## src/rtl/rrtt_pkg.sv

```systemverilog
// shared types and constants of the round-robin task table
package rrtt_pkg;

   localparam int MAX_TASKS = 16;
   localparam int ID_BITS   = 16;
   localparam int IDX_BITS  = $clog2(MAX_TASKS);
   localparam int CNT_BITS  = $clog2(MAX_TASKS + 1);

   localparam logic [2:0] OP_ADD    = 3'd0;
   localparam logic [2:0] OP_REMOVE = 3'd1;
   localparam logic [2:0] OP_PICK   = 3'd2;
   localparam logic [2:0] OP_TICK   = 3'd3;
   localparam logic [2:0] OP_LOOKUP = 3'd4;
   localparam logic [2:0] OP_EXIT   = 3'd5;
   localparam logic [2:0] OP_SLEEP  = 3'd6;
   localparam logic [2:0] OP_WAIT   = 3'd7;

   localparam logic [2:0] TS_RUNNING  = 3'd0;
   localparam logic [2:0] TS_IDLE     = 3'd1;
   localparam logic [2:0] TS_STOPPED  = 3'd2;
   localparam logic [2:0] TS_RUNNABLE = 3'd3;
   localparam logic [2:0] TS_SLEEP    = 3'd4;
   localparam logic [2:0] TS_WAITING  = 3'd5;

   localparam logic [1:0] ST_OK   = 2'd0;
   localparam logic [1:0] ST_FULL = 2'd1;
   localparam logic [1:0] ST_NONE = 2'd2;

   localparam logic [4:0] KIDS_MAX = 5'd31;

   typedef struct packed {
      logic [2:0]         operation;
      logic [15:0]        task_id;
      logic [15:0]        other_id;
      logic [15:0]        sleep_ticks;
   } req_type;

   typedef struct packed {
      logic [1:0]  status;
      logic [15:0] result_id;
      logic [2:0]  result_state;
      logic [4:0]  result_children;
   } rsp_type;

   typedef struct packed {
      logic [ID_BITS-1:0] id;
      logic [2:0]         state;
      logic [15:0]        sleep;
      logic [ID_BITS-1:0] parent;
      logic [ID_BITS-1:0] await_id;
      logic [4:0]         kids;
   } slot_type;

   // datapath actions chosen by the controller
   typedef enum logic [3:0] {
      DP_NONE,
      DP_LOAD,      // latch request, clear scan index
      DP_IDX_INC,   // step scan index
      DP_IDX_ZERO,  // restart scan at slot 0
      DP_KEEP_S,    // remember scan index as subject slot
      DP_KEEP_P,    // remember scan index as parent slot
      DP_TICK,      // tick slot at scan index
      DP_SHIFT,     // copy slot idx+1 into idx
      DP_APPEND,    // write new slot at end, bump count
      DP_DROP,      // decrement count
      DP_PAR_INC,   // parent kids up
      DP_EXIT_UPD,  // parent kids down, maybe wake
      DP_SET_SLEEP,
      DP_SET_WAIT,
      DP_SEEK_PAR   // subject's parent becomes search key
   } dp_op_type;

   typedef enum logic [2:0] {
      RS_SLOT_S,    // report subject slot
      RS_SLOT_P,    // report parent slot
      RS_SLOT_IDX,  // report slot at scan index
      RS_FAIL,
      RS_FULLT,
      RS_OKZERO,
      RS_REMOVED
   } rsp_sel_type;

   typedef struct packed {
      dp_op_type   op;
      logic        rsp_load;
      rsp_sel_type rsp_sel;
   } cmd_type;

   typedef struct packed {
      logic [2:0] operation;
      logic       key_zero;     // search key is zero
      logic       idx_last;     // scan index is the last valid slot or beyond
      logic       idx_valid;    // scan index below entry count
      logic       hit;          // slot at index matches key
      logic       runnable;     // slot at index is runnable
      logic       is_s;         // index equals subject slot
      logic       s_found;
      logic       full;
      logic       empty;
      logic       par_zero;     // subject's parent id is zero
   } stat_type;

endpackage

```

## src/rtl/rrtt_datapath.sv

```systemverilog
// task table storage, scan index and response register
module rrtt_datapath (
   input  logic             clock,
   input  logic             reset,
   input  rrtt_pkg::req_type req_word,
   input  rrtt_pkg::cmd_type cmd,
   output rrtt_pkg::stat_type stat,
   output rrtt_pkg::rsp_type rsp_word
);
   import rrtt_pkg::*;

   slot_type            table_ff [MAX_TASKS];
   logic [CNT_BITS-1:0] count_ff;
   logic [CNT_BITS-1:0] idx_ff;
   logic [IDX_BITS-1:0] s_ff, p_ff;
   logic                s_found_ff;
   logic [ID_BITS-1:0]  key_ff;
   req_type             req_ff;
   rsp_type             rsp_ff;

   logic [IDX_BITS-1:0] ix, ix1, cnt_ix;
   slot_type            cur, nxt, s_slot, p_slot;

   assign ix     = idx_ff[IDX_BITS-1:0];
   assign ix1    = ix + IDX_BITS'(1);
   assign cnt_ix = count_ff[IDX_BITS-1:0];
   assign cur    = table_ff[ix];
   assign nxt    = table_ff[ix1];
   assign s_slot = table_ff[s_ff];
   assign p_slot = table_ff[p_ff];

   always_comb begin
      stat.operation = req_ff.operation;
      stat.key_zero  = (key_ff == '0);
      stat.idx_valid = (idx_ff < count_ff);
      stat.idx_last  = ({1'b0, idx_ff} + (CNT_BITS + 1)'(1) >= {1'b0, count_ff});
      stat.hit       = (cur.id == key_ff);
      stat.runnable  = (cur.state == TS_RUNNABLE);
      stat.is_s      = s_found_ff && (ix == s_ff);
      stat.s_found   = s_found_ff;
      stat.full      = (count_ff == CNT_BITS'(MAX_TASKS));
      stat.empty     = (count_ff == '0);
      stat.par_zero  = (s_slot.parent == '0);
   end

   always_ff @(posedge clock) begin
      if (reset) begin
         count_ff   <= '0;
         idx_ff     <= '0;
         s_found_ff <= 1'b0;
      end else begin
         case (cmd.op)
            DP_LOAD: begin
               req_ff     <= req_word;
               key_ff     <= (req_word.operation == OP_ADD) ? req_word.other_id
                                                            : req_word.task_id;
               idx_ff     <= '0;
               s_found_ff <= 1'b0;
            end
            DP_IDX_INC:  idx_ff <= idx_ff + CNT_BITS'(1);
            DP_IDX_ZERO: idx_ff <= '0;
            DP_KEEP_S: begin
               s_ff       <= ix;
               s_found_ff <= 1'b1;
            end
            DP_KEEP_P:   p_ff <= ix;
            DP_SEEK_PAR: begin
               key_ff <= s_slot.parent;
               idx_ff <= '0;
            end
            DP_TICK: begin
               if (cur.state == TS_SLEEP) begin
                  if (cur.sleep == '0) table_ff[ix].state <= TS_RUNNABLE;
                  else table_ff[ix].sleep <= cur.sleep - 16'd1;
               end
               idx_ff <= idx_ff + CNT_BITS'(1);
            end
            DP_SHIFT: begin
               table_ff[ix] <= nxt;
               idx_ff       <= idx_ff + CNT_BITS'(1);
            end
            DP_PAR_INC: begin
               if (p_slot.kids < KIDS_MAX) table_ff[p_ff].kids <= p_slot.kids + 5'd1;
            end
            DP_APPEND: begin
               table_ff[cnt_ix] <= '{id: req_ff.task_id, state: TS_RUNNABLE,
                                     sleep: '0, parent: req_ff.other_id,
                                     await_id: '0, kids: '0};
               s_ff     <= cnt_ix;
               count_ff <= count_ff + CNT_BITS'(1);
            end
            DP_DROP: count_ff <= count_ff - CNT_BITS'(1);
            DP_EXIT_UPD: begin
               if (p_slot.kids != '0) table_ff[p_ff].kids <= p_slot.kids - 5'd1;
               if (p_slot.state == TS_WAITING && p_slot.await_id == s_slot.id)
                  table_ff[p_ff].state <= TS_RUNNABLE;
            end
            DP_SET_SLEEP: begin
               table_ff[s_ff].state <= TS_SLEEP;
               table_ff[s_ff].sleep <= req_ff.sleep_ticks;
            end
            DP_SET_WAIT: begin
               table_ff[s_ff].state    <= TS_WAITING;
               table_ff[s_ff].await_id <= req_ff.other_id;
            end
            default: ;
         endcase
      end
   end

   // response register, loaded as the controller finishes a word
   always_ff @(posedge clock) begin
      if (cmd.rsp_load) begin
         unique case (cmd.rsp_sel)
            RS_SLOT_S:   rsp_ff <= '{ST_OK, s_slot.id, s_slot.state, s_slot.kids};
            RS_SLOT_P:   rsp_ff <= '{ST_OK, p_slot.id, p_slot.state, p_slot.kids};
            RS_SLOT_IDX: rsp_ff <= '{ST_OK, cur.id, cur.state, cur.kids};
            RS_FULLT:    rsp_ff <= '{ST_FULL, '0, '0, '0};
            RS_OKZERO:   rsp_ff <= '{ST_OK, '0, '0, '0};
            RS_REMOVED:  rsp_ff <= '{ST_OK, req_ff.task_id, TS_STOPPED, s_slot.kids};
            default:     rsp_ff <= '{ST_NONE, '0, '0, '0};
         endcase
      end
   end

   assign rsp_word = rsp_ff;
endmodule

```

## src/rtl/rrtt_control.sv

```systemverilog
// sequencer that walks the table for each operation
module rrtt_control (
   input  logic               clock,
   input  logic               reset,
   input  logic               req_valid,
   output logic               req_ready,
   output logic               rsp_valid,
   input  logic               rsp_ready,
   input  rrtt_pkg::stat_type stat,
   output rrtt_pkg::cmd_type  cmd
);
   import rrtt_pkg::*;

   typedef enum logic [3:0] {
      IDLE, DISPATCH, FIND_S, FIND_P, PAR_INC, APPEND, SHIFT, EXIT_UPD,
      PICK_AFTER, PICK_WRAP, TICK, SET, DONE
   } state_type;

   state_type state_ff, state_in;
   logic      rsp_valid_ff, rsp_valid_in;

   always_comb begin
      state_in     = state_ff;
      rsp_valid_in = rsp_valid_ff;
      cmd          = '{op: DP_NONE, rsp_load: 1'b0, rsp_sel: RS_FAIL};
      req_ready    = 1'b0;
      if (rsp_valid_ff && rsp_ready) rsp_valid_in = 1'b0;
      unique case (state_ff)
         IDLE: begin
            req_ready = !rsp_valid_ff || rsp_ready;
            if (req_valid && req_ready) begin
               cmd.op   = DP_LOAD;
               state_in = DISPATCH;
            end
         end
         DISPATCH: begin
            case (stat.operation)
               OP_ADD: begin
                  if (stat.full) begin
                     cmd.rsp_load = 1'b1; cmd.rsp_sel = RS_FULLT; state_in = DONE;
                  end else if (stat.key_zero) state_in = APPEND;
                  else state_in = FIND_P;
               end
               OP_TICK: state_in = TICK;
               OP_PICK: begin
                  if (stat.empty) begin
                     cmd.rsp_load = 1'b1; state_in = DONE;
                  end else if (stat.key_zero) begin
                     cmd.rsp_load = 1'b1; cmd.rsp_sel = RS_SLOT_IDX; state_in = DONE;
                  end else state_in = FIND_S;
               end
               default: state_in = FIND_S;
            endcase
         end
         FIND_S: begin
            if (!stat.idx_valid) begin
               if (stat.operation == OP_PICK) begin
                  cmd.op = DP_IDX_ZERO; state_in = PICK_WRAP;
               end else begin
                  cmd.rsp_load = 1'b1; state_in = DONE;
               end
            end else if (stat.hit) begin
               cmd.op = DP_KEEP_S;
               state_in = SET;
            end else cmd.op = DP_IDX_INC;
         end
         SET: begin
            case (stat.operation)
               OP_REMOVE: begin
                  cmd.rsp_load = 1'b1; cmd.rsp_sel = RS_REMOVED; state_in = SHIFT;
               end
               OP_PICK: begin
                  cmd.op = DP_IDX_INC; state_in = PICK_AFTER;
               end
               OP_LOOKUP: begin
                  cmd.rsp_load = 1'b1; cmd.rsp_sel = RS_SLOT_S; state_in = DONE;
               end
               OP_EXIT: begin
                  if (stat.par_zero) begin
                     cmd.rsp_load = 1'b1; state_in = DONE;
                  end else begin
                     cmd.op = DP_SEEK_PAR; state_in = FIND_P;
                  end
               end
               OP_SLEEP: begin
                  cmd.op = DP_SET_SLEEP; state_in = DONE;
               end
               default: begin
                  cmd.op = DP_SET_WAIT; state_in = DONE;
               end
            endcase
            if (stat.operation == OP_SLEEP || stat.operation == OP_WAIT) begin
               // report next cycle once the write has landed
               state_in = EXIT_UPD;
            end
         end
         FIND_P: begin
            if (!stat.idx_valid) begin
               if (stat.operation == OP_ADD) state_in = APPEND;
               else begin
                  cmd.rsp_load = 1'b1; state_in = DONE;
               end
            end else if (stat.hit) begin
               cmd.op = DP_KEEP_P;
               state_in = (stat.operation == OP_ADD) ? PAR_INC : EXIT_UPD;
            end else cmd.op = DP_IDX_INC;
         end
         PAR_INC: begin
            cmd.op = DP_PAR_INC; state_in = APPEND;
         end
         APPEND: begin
            cmd.op = DP_APPEND; state_in = EXIT_UPD;
         end
         EXIT_UPD: begin
            // final report of a written slot, or the parent update for an exit
            if (stat.operation == OP_EXIT) begin
               cmd.op = DP_EXIT_UPD; state_in = TICK;
            end else begin
               cmd.rsp_load = 1'b1; cmd.rsp_sel = RS_SLOT_S; state_in = DONE;
            end
         end
         SHIFT: begin
            if (stat.idx_last) begin
               cmd.op = DP_DROP; state_in = DONE;
            end else cmd.op = DP_SHIFT;
         end
         PICK_AFTER: begin
            if (!stat.idx_valid) begin
               cmd.op = DP_IDX_ZERO; state_in = PICK_WRAP;
            end else if (stat.runnable) begin
               cmd.rsp_load = 1'b1; cmd.rsp_sel = RS_SLOT_IDX; state_in = DONE;
            end else cmd.op = DP_IDX_INC;
         end
         PICK_WRAP: begin
            if (!stat.idx_valid) begin
               cmd.rsp_load = 1'b1; state_in = DONE;
            end else if (stat.runnable && !stat.is_s) begin
               cmd.rsp_load = 1'b1; cmd.rsp_sel = RS_SLOT_IDX; state_in = DONE;
            end else cmd.op = DP_IDX_INC;
         end
         TICK: begin
            // exit reports parent after its update; tick walks all slots
            if (stat.operation == OP_EXIT) begin
               cmd.rsp_load = 1'b1; cmd.rsp_sel = RS_SLOT_P; state_in = DONE;
            end else if (!stat.idx_valid) begin
               cmd.rsp_load = 1'b1; cmd.rsp_sel = RS_OKZERO; state_in = DONE;
            end else cmd.op = DP_TICK;
         end
         DONE: begin
            rsp_valid_in = 1'b1;
            state_in     = IDLE;
         end
         default: state_in = IDLE;
      endcase
   end

   always_ff @(posedge clock) begin
      if (reset) begin
         state_ff     <= IDLE;
         rsp_valid_ff <= 1'b0;
      end else begin
         state_ff     <= state_in;
         rsp_valid_ff <= rsp_valid_in;
      end
   end

   assign rsp_valid = rsp_valid_ff;
endmodule

```

## src/rtl/round_robin_task_table_unit.sv

```systemverilog
// top level of the round-robin task table
// Each word runs one operation on an ordered table of up to MAX_TASKS tasks. A sequencer
// walks the slots one per cycle from a single register table, so the work of an operation
// grows with the slots it visits. One word is in work at a time; the next is taken no
// earlier than the cycle in which the previous response leaves the output register.
module round_robin_task_table_unit (
   input  logic              clock,
   input  logic              reset,
   input  logic              req_valid,
   output logic              req_ready,
   input  rrtt_pkg::req_type req_word,
   output logic              rsp_valid,
   input  logic              rsp_ready,
   output rrtt_pkg::rsp_type rsp_word
);
   import rrtt_pkg::*;

   stat_type stat;
   cmd_type  cmd;

   rrtt_control u_ctrl (
      .clock, .reset, .req_valid, .req_ready, .rsp_valid, .rsp_ready, .stat, .cmd
   );

   rrtt_datapath u_dp (
      .clock, .reset, .req_word, .cmd, .stat, .rsp_word
   );

   // response fields stay in range
   assert property (@(posedge clock) disable iff (reset)
      rsp_valid |-> rsp_word.status != 2'd3)
      else $error("bad status");

   // a stalled response holds
   assert property (@(posedge clock) disable iff (reset)
      rsp_valid && !rsp_ready |=> rsp_valid && $stable(rsp_word))
      else $error("response changed while stalled");

   // table never overflows
   assert property (@(posedge clock) disable iff (reset)
      stat.full |-> !(cmd.op == DP_APPEND))
      else $error("append into full table");
endmodule

```

## config.mk

```make
export PLATFORM = sky130hd
export DESIGN_NAME = round_robin_task_table_unit
export DESIGN_NICKNAME = d
export VERILOG_FILES = /design/src/rtl/rrtt_pkg.sv /design/src/rtl/rrtt_datapath.sv /design/src/rtl/rrtt_control.sv /design/src/rtl/round_robin_task_table_unit.sv
export SDC_FILE = /design/constraint.sdc
export NUM_CORES = 2
export LEC_CHECK = 0
export BUFFER_PORTS_ARGS = -buffer_cell sky130_fd_sc_hd__buf_4
export CAP_MARGIN = 5
export CORE_ASPECT_RATIO = 1.5
export CORE_MARGIN = 1.5
export CORE_UTILIZATION = 45
export CTS_CLUSTER_DIAMETER = 120
export DETAILED_ROUTE_END_ITERATION = 8
export PLACE_DENSITY_LB_ADDON = 0.3
export SLEW_MARGIN = 20
export SYNTH_ARGS = -nofsm -noshare
export SYNTH_HDL_FRONTEND = slang
export SYNTH_SLANG_ARGS = --single-unit
export TNS_END_PERCENT = 5
```

## constraint.sdc

```tcl
create_clock -name clock -period 7.55 [get_ports clock]
set_input_delay 1.51 -clock clock [delete_from_list [all_inputs] [get_ports clock]]
set_output_delay 1.51 -clock clock [all_outputs]
set_load 0.1 [all_outputs]
```

==> Word-level counts from Yosys, hierarchy flattened <==
Memories as Yosys holds them, arrays and structs flattened. A register that Yosys moved wholly into a read port is not among the register bits.
Cells that the tools add are included.
{ "totals": {"latchBits": 0, "mem_bits_rw": 1152, "in_bits": 55, "mem_bits_ro": 0, "regBits": 117, "mem_count": 1} }
{ "memory_table": {"columns": ["memory", "depth", "width", "read_ports", "rd_ports_with_merged_regs", "wr", "line_no", "source"], "rows": [
  ["u_dp.table_ff", 16, 72, 4, 3, 1, "rrtt_datapath.sv:12", "slot_type table_ff [MAX_TASKS];"]
]} }
{ "classes": {"n_shift": 0, "reduce_logical": 35, "n_lt_le_gt_ge": 3, "n_div": 0, "mux": 125, "n_eq_ne": 52, "mul": 0, "add_sub_neg": 8, "n_bitwise": 5} }
{ "ops": {"columns": ["op", "count"], "rows": [
  ["$mux 72", 3],
  ["$reduce_or 72->1", 3],
  ["$mux 4", 41],
  ["$pmux 26 s6", 1],
  ["$eq 4x4->1 const B", 12],
  ["$logic_not 16->1", 3],
  ["$pmux 4 s12", 1],
  ["$mux 1", 45],
  ["$pmux 4 s11", 1],
  ["$mux 3", 12],
  ["$eq 16x16->1", 2],
  ["$eq 4x3->1 const B", 8],
  ["$mux 16", 2],
  ["$pmux 16 s2", 1],
  ["$eq 3x3->1 const B", 9],
  ["$pmux 4 s3", 2],
  ["$pmux 5 s2", 2],
  ["$pmux 3 s6", 1],
  ["$eq 4x2->1 const B", 4],
  ["$pmux 4 s2", 2],
  ["$pmux 4 s4", 1],
  ["$sub 16x1->16 const B", 1],
  ["$add 5x1->5 const B", 3],
  ["$ne 3x3->1 const B", 5],
  ["32 further kinds", 63]
]} }

==> Logic depth before layout (Yosys ltp) <==
{ "logic_depth": {"depth_word": 16, "depth_mapped": 20, "depth_no_buf": 15} }

==> Hierarchy <==
From an unflattened synthesis, not the netlist that was laid out.
{ "hier_totals": {"hier_cells": 3460, "area_unflattened_um2": 66655.2} }
{ "modules_own_cells": {"columns": ["mod", "cells_each", "seq_area_each_um2", "area_each_um2", "n_inst"], "rows": [
  ["rrtt_datapath", 3287, 38086.5, 65472.8, 1],
  ["rrtt_control", 173, 100.1, 1182.4, 1]
]} }

==> Worst setup path after synthesis <==
No wires, ideal clock.
{ "synth_path": {"kind": "reg-to-reg", "from": "register u_dp.idx_ff[2]", "to": "memory u_dp.table_ff[10][21] in the netlist's numbering (enable)", "path_buffers": 4, "stages_incl_launch_ff": 17, "arrival_time_ns": 6.551, "setup_ns": 0.461, "period_less_slack_ns": 7.013, "slack_ns": 0.537, "required_ns": 7.089, "path_cell_list": "dfxtp_1 > clkbuf_1 > xor2_1 > clkbuf_1 > ha_1 > o21ai_0 > o21bai_1 > a311o_1 > and3_1 > o22ai_1 > o21ai_1 > o31a_1 > buf_2 > o211a_1 > or3_1 > buf_2 > nor3_1"} }
{ "synth_via": {"elab_chain_len": 16, "elab_cells_between_ends": 54} }
{ "synth_rtl": {"columns": ["item", "line_no", "source"], "rows": [
  ["start: declaration", "rrtt_datapath.sv:14", "logic [CNT_BITS-1:0] idx_ff;"],
  ["start signal: assignment", "rrtt_datapath.sv:60", "DP_IDX_INC: idx_ff <= idx_ff + CNT_BITS'(1);"],
  ["start signal: assignment", "rrtt_datapath.sv:76", "idx_ff <= idx_ff + CNT_BITS'(1);"],
  ["start signal: assignment", "rrtt_datapath.sv:80", "idx_ff <= idx_ff + CNT_BITS'(1);"],
  ["parallel branches: the longest is 16 deep, another holds $add 5x1->6", null, null],
  ["end: declaration", "rrtt_datapath.sv:12", null]
]} }
Several ways; the timed one is not identified.

==> impl_metrics.env <==
export IMPL_synth_edf_count=1253
export IMPL_hp_class="reg2reg"
export IMPL_crit_family="simple AND/OR/NAND/NOR gates"
export IMPL_numCtsBuffers=120
export IMPL_holdCritStartpoint="u_dp.s_found_ff$_SDFFE_PP0P_"
export IMPL_p_sw_share_pct=30.7
export IMPL_path_buf_inv=1
export IMPL_setup_tns_ns=0
export IMPL_p_leak_nw=22.9
export IMPL_grt_overflow=0
export IMPL_min_period_over_period_pct=89.4
export IMPL_ios=83
export IMPL_numClockSinks=1281
export IMPL_antenna_found_initial=5
export IMPL_core_mm2=0.147
export IMPL_synthToLayoutAreaGrowth_pct=11.9
export IMPL_grt_total_usage_pct=27.8
export IMPL_power_frac_clock_pct=33.6
export IMPL_p_seq_share_pct=44.9
export IMPL_cp_arrival_ns=7.11
export IMPL_cts_resized=0
export IMPL_firstDrtPassIters=6
export IMPL_vias=39800
export IMPL_place_hpwl_mm=133
export IMPL_min_period_ns=6.75
export IMPL_grt_start_max_net_pins=93
export IMPL_synth_fp_nets=3599
export IMPL_drt_drc_violations_left=0
export IMPL_post_drt_via_cell_ratio=7.09
export IMPL_cp_data_required_time_ns=7.91
export IMPL_power_density_mw_per_mm2=260
export IMPL_worst_pin_slew_ns=1.18
export IMPL_synth_seq_cells=1281
export IMPL_clkTransAtPathRegs_ns=0.07
export IMPL_start_util_pct=45.3
export IMPL_cts_root_buf="clkbuf_16"
export IMPL_switchingPower_mw=5.94
export IMPL_async_reset_ff_share_pct=0
export IMPL_p_int_mw=13.4
export IMPL_drtAntennaViolNets=0
export IMPL_layoutNonFillerInstCount=5612
export IMPL_drive_gt1_share_pct=39.5
export IMPL_hold_viol_final=0
export IMPL_setup_violations=0
export IMPL_cts_tree="built"
export IMPL_comb_power_share_pct=21.5
export IMPL_grt_pass1_vias=41000
export IMPL_synth_area_mm2=0.0664
export IMPL_critPathMaxFanout=40
export IMPL_slew_headroom_pct=20.3
export IMPL_path_class="reg2reg"
export IMPL_rsz0062_at_grt="false"
export IMPL_htree_levels=3
export IMPL_synthFlopType="edfxtp_1"
export IMPL_worstPathCellList="buf_4 > mux4_2 > mux2i_1 > mux2i_1 > nor4_1 > or4b_4 > nand3_4 > nand4_4 > or3_1 > o221a_1 > or3_1 > nor3_1"
export IMPL_clk_path_buf_depth=3
export IMPL_critPathSlowestCell="nor3_1"
export IMPL_nets=3671
export IMPL_gp_congestion=0.939
export IMPL_floorplan_rows=172
export IMPL_clock_latency_ns=0.79
export IMPL_post_cts_buffers=0
export IMPL_die_area_mm2=0.150
export IMPL_ys_warnings_count=0
export IMPL_synth_cell_types=77
export IMPL_dp_cells=5386
export IMPL_fp_dieW_um=317
export IMPL_maxCapViolCount=0
export IMPL_die_h_um=474
export IMPL_ys_seq_area_share_pct=57.5
export IMPL_wl_per_cell_um=36.7
export IMPL_drt_iter0_drc=4774
export IMPL_grt_pass1_wl_mm=296
export IMPL_slew_viol_final=0
export IMPL_start_kind="flip-flop"
export IMPL_portBuffers=82
export IMPL_vdd_drop_max_mv=0.290
export IMPL_critPathMaxStageDelay_ns=0.84
export IMPL_fin_skew_ns=0.0661
export IMPL_routed_wl_mm=206
export IMPL_hold_buffers=0
export IMPL_cp_end_kind="flip-flop"
export IMPL_synthCells=3522
export IMPL_clock_fmax_mhz=148
export IMPL_avgSynthCellArea_um2=18.9
export IMPL_status="finished, final reports clean"
worst paths after layout:
check,end,slack [ns],cells past startpoint
worst max-delay path,u_dp.table_ff[9][3]$_DFFE_PP_,0.80,12
worst min-delay path,u_dp.s_found_ff$_SDFFE_PP0P_,0.50,1
worst max register to register,u_dp.table_ff[9][3]$_DFFE_PP_,0.80,12
worst min register to register,u_dp.s_found_ff$_SDFFE_PP0P_,0.50,1
cell usage after synthesis, types with 17 or more instances:
library cell  count  share of area (%)
nand3_1          17               0.13
clkbuf_1        175               0.99
edfxtp_1       1253                 57
nor4_1           21               0.20
ha_1             20               0.38
buf_2            59               0.44
nor3_1           84               0.63
mux4_2          880                 30
mux2_2           31               0.53
inv_1            25               0.14
nor2b_1          24               0.23
o21ai_0          73               0.55
xor2_1           37               0.49
xnor2_1          29               0.38
a221oi_1         21               0.28
nand2_1         127               0.72
dfxtp_1          28               0.84
a22oi_1          92                1.0
a21oi_1          44               0.33
mux2i_1          77                1.2
nor2_1           86               0.49
a22o_1           81                1.1
buf_1            53               0.30
power groups by stage:
stage	Combinational (mW)	Sequential [mW]	Clock, mW
finish	4.16	8.69	6.50
global route	4.36	8.69	6.81
CTS	4.14	8.68	6.56
detailed placement	4.13	8.83	0
global placement	4.10	8.83	0
floorplan	2.25	9.18	0
cell usage in the layout (no fill, tap or decap), drive strengths merged, types with 9 or more instances in the layout:
| master | netlist | routed |
|---|---|---|
| nand2b | 13 | 13 |
| dfxtp | 28 | 28 |
| a211oi | 10 | 10 |
| mux2i | 77 | 77 |
| nor2 | 86 | 86 |
| ha | 20 | 20 |
| nand4 | 13 | 13 |
| a31oi | 11 | 11 |
| a22oi | 92 | 92 |
| or3 | 9 | 9 |
| o21ai | 74 | 74 |
| buf | 124 | 249 |
| and2 | 14 | 14 |
| nor2b | 24 | 24 |
| a21oi | 44 | 44 |
| clkbuf | 175 | 131 |
| edfxtp | 1253 | 1253 |
| a221oi | 21 | 21 |
| nand2 | 127 | 127 |
| xnor2 | 29 | 29 |
| clkinvlp | 0 | 13 |
| xor2 | 37 | 37 |
| a22o | 81 | 81 |
| clkinv | 2 | 54 |
| nor3 | 100 | 100 |
| nand3 | 18 | 18 |
| mux2 | 31 | 31 |
| nor4 | 21 | 21 |
| bufinv | 0 | 21 |
| inv | 26 | 31 |
| mux4 | 880 | 880 |
cell families (layout without fill, tap and decap cells):
logic type      after synthesis  after routing  share of synthesized area (%)
fa+ha+maj                    22             22                          0.437
other cells                   0              4                              0
simple gates                449            449                           3.41
buf+inv                     327            499                           2.06
compound gates              389            389                           4.21
mux                         988            988                           31.5
flops                      1281           1281                           57.5
xor+xnor                     66             66                          0.870
sequential cells by signal, summed over array words and instances, names as in the netlist, named ones only:
register	cells
u_dp.s_ff	4
u_dp.key_ff	16
u_dp.rsp_word	26
u_dp.idx_ff	5
u_dp.table_ff	1152
u_dp.stat	3
u_dp.req_ff	48
u_dp.count_ff	5
u_dp.s_found_ff	1
u_ctrl.rsp_valid	1
u_ctrl.state_ff	4
u_dp.p_ff	4
routing by layer:
layer  vias up  share of wire [%]  global-route usage [%]
met2      2398                 51                    47.2
met5         -             0.0058                       0
li1      15500                  -                       -
met4         2                7.1                    17.1
met1     21200                 34                    33.3
met3       615                7.7                    4.13
through the flow:
| stage | setup slack, ns | cell area (um^2) | utilization [%] | power (mW) | hold slack (ns) |
|---|---|---|---|---|---|
| 2_1_floorplan | 0.537 | 66400 | - | 11.4 | 0.435 |
| 3_3_place_gp | 1.06 | 70100 | 47.8 | 12.9 | 0.474 |
| 3_5_place_dp | 0.922 | 70100 | 47.8 | 13.0 | 0.478 |
| 4_1_cts | 0.827 | 74300 | 50.7 | 19.4 | 0.494 |
| 5_1_grt | 0.583 | 74300 | 50.7 | 19.9 | 0.512 |
| 6_report | 0.803 | 74300 | 50.7 | 19.4 | 0.505 |
cell type report:
class                   instances  area [um^2]
clock buffers                 131         3070
repair buffers                249         2040
diodes                          4         10.0
well taps                    1914         2390
multi-input cells            1914        27300
clock inverters                91         1110
inverters                      28          105
flip-flops and latches       1281        38200
fillers                     11700        72300
No activity file was read; power rests on OpenSTA's default activity.
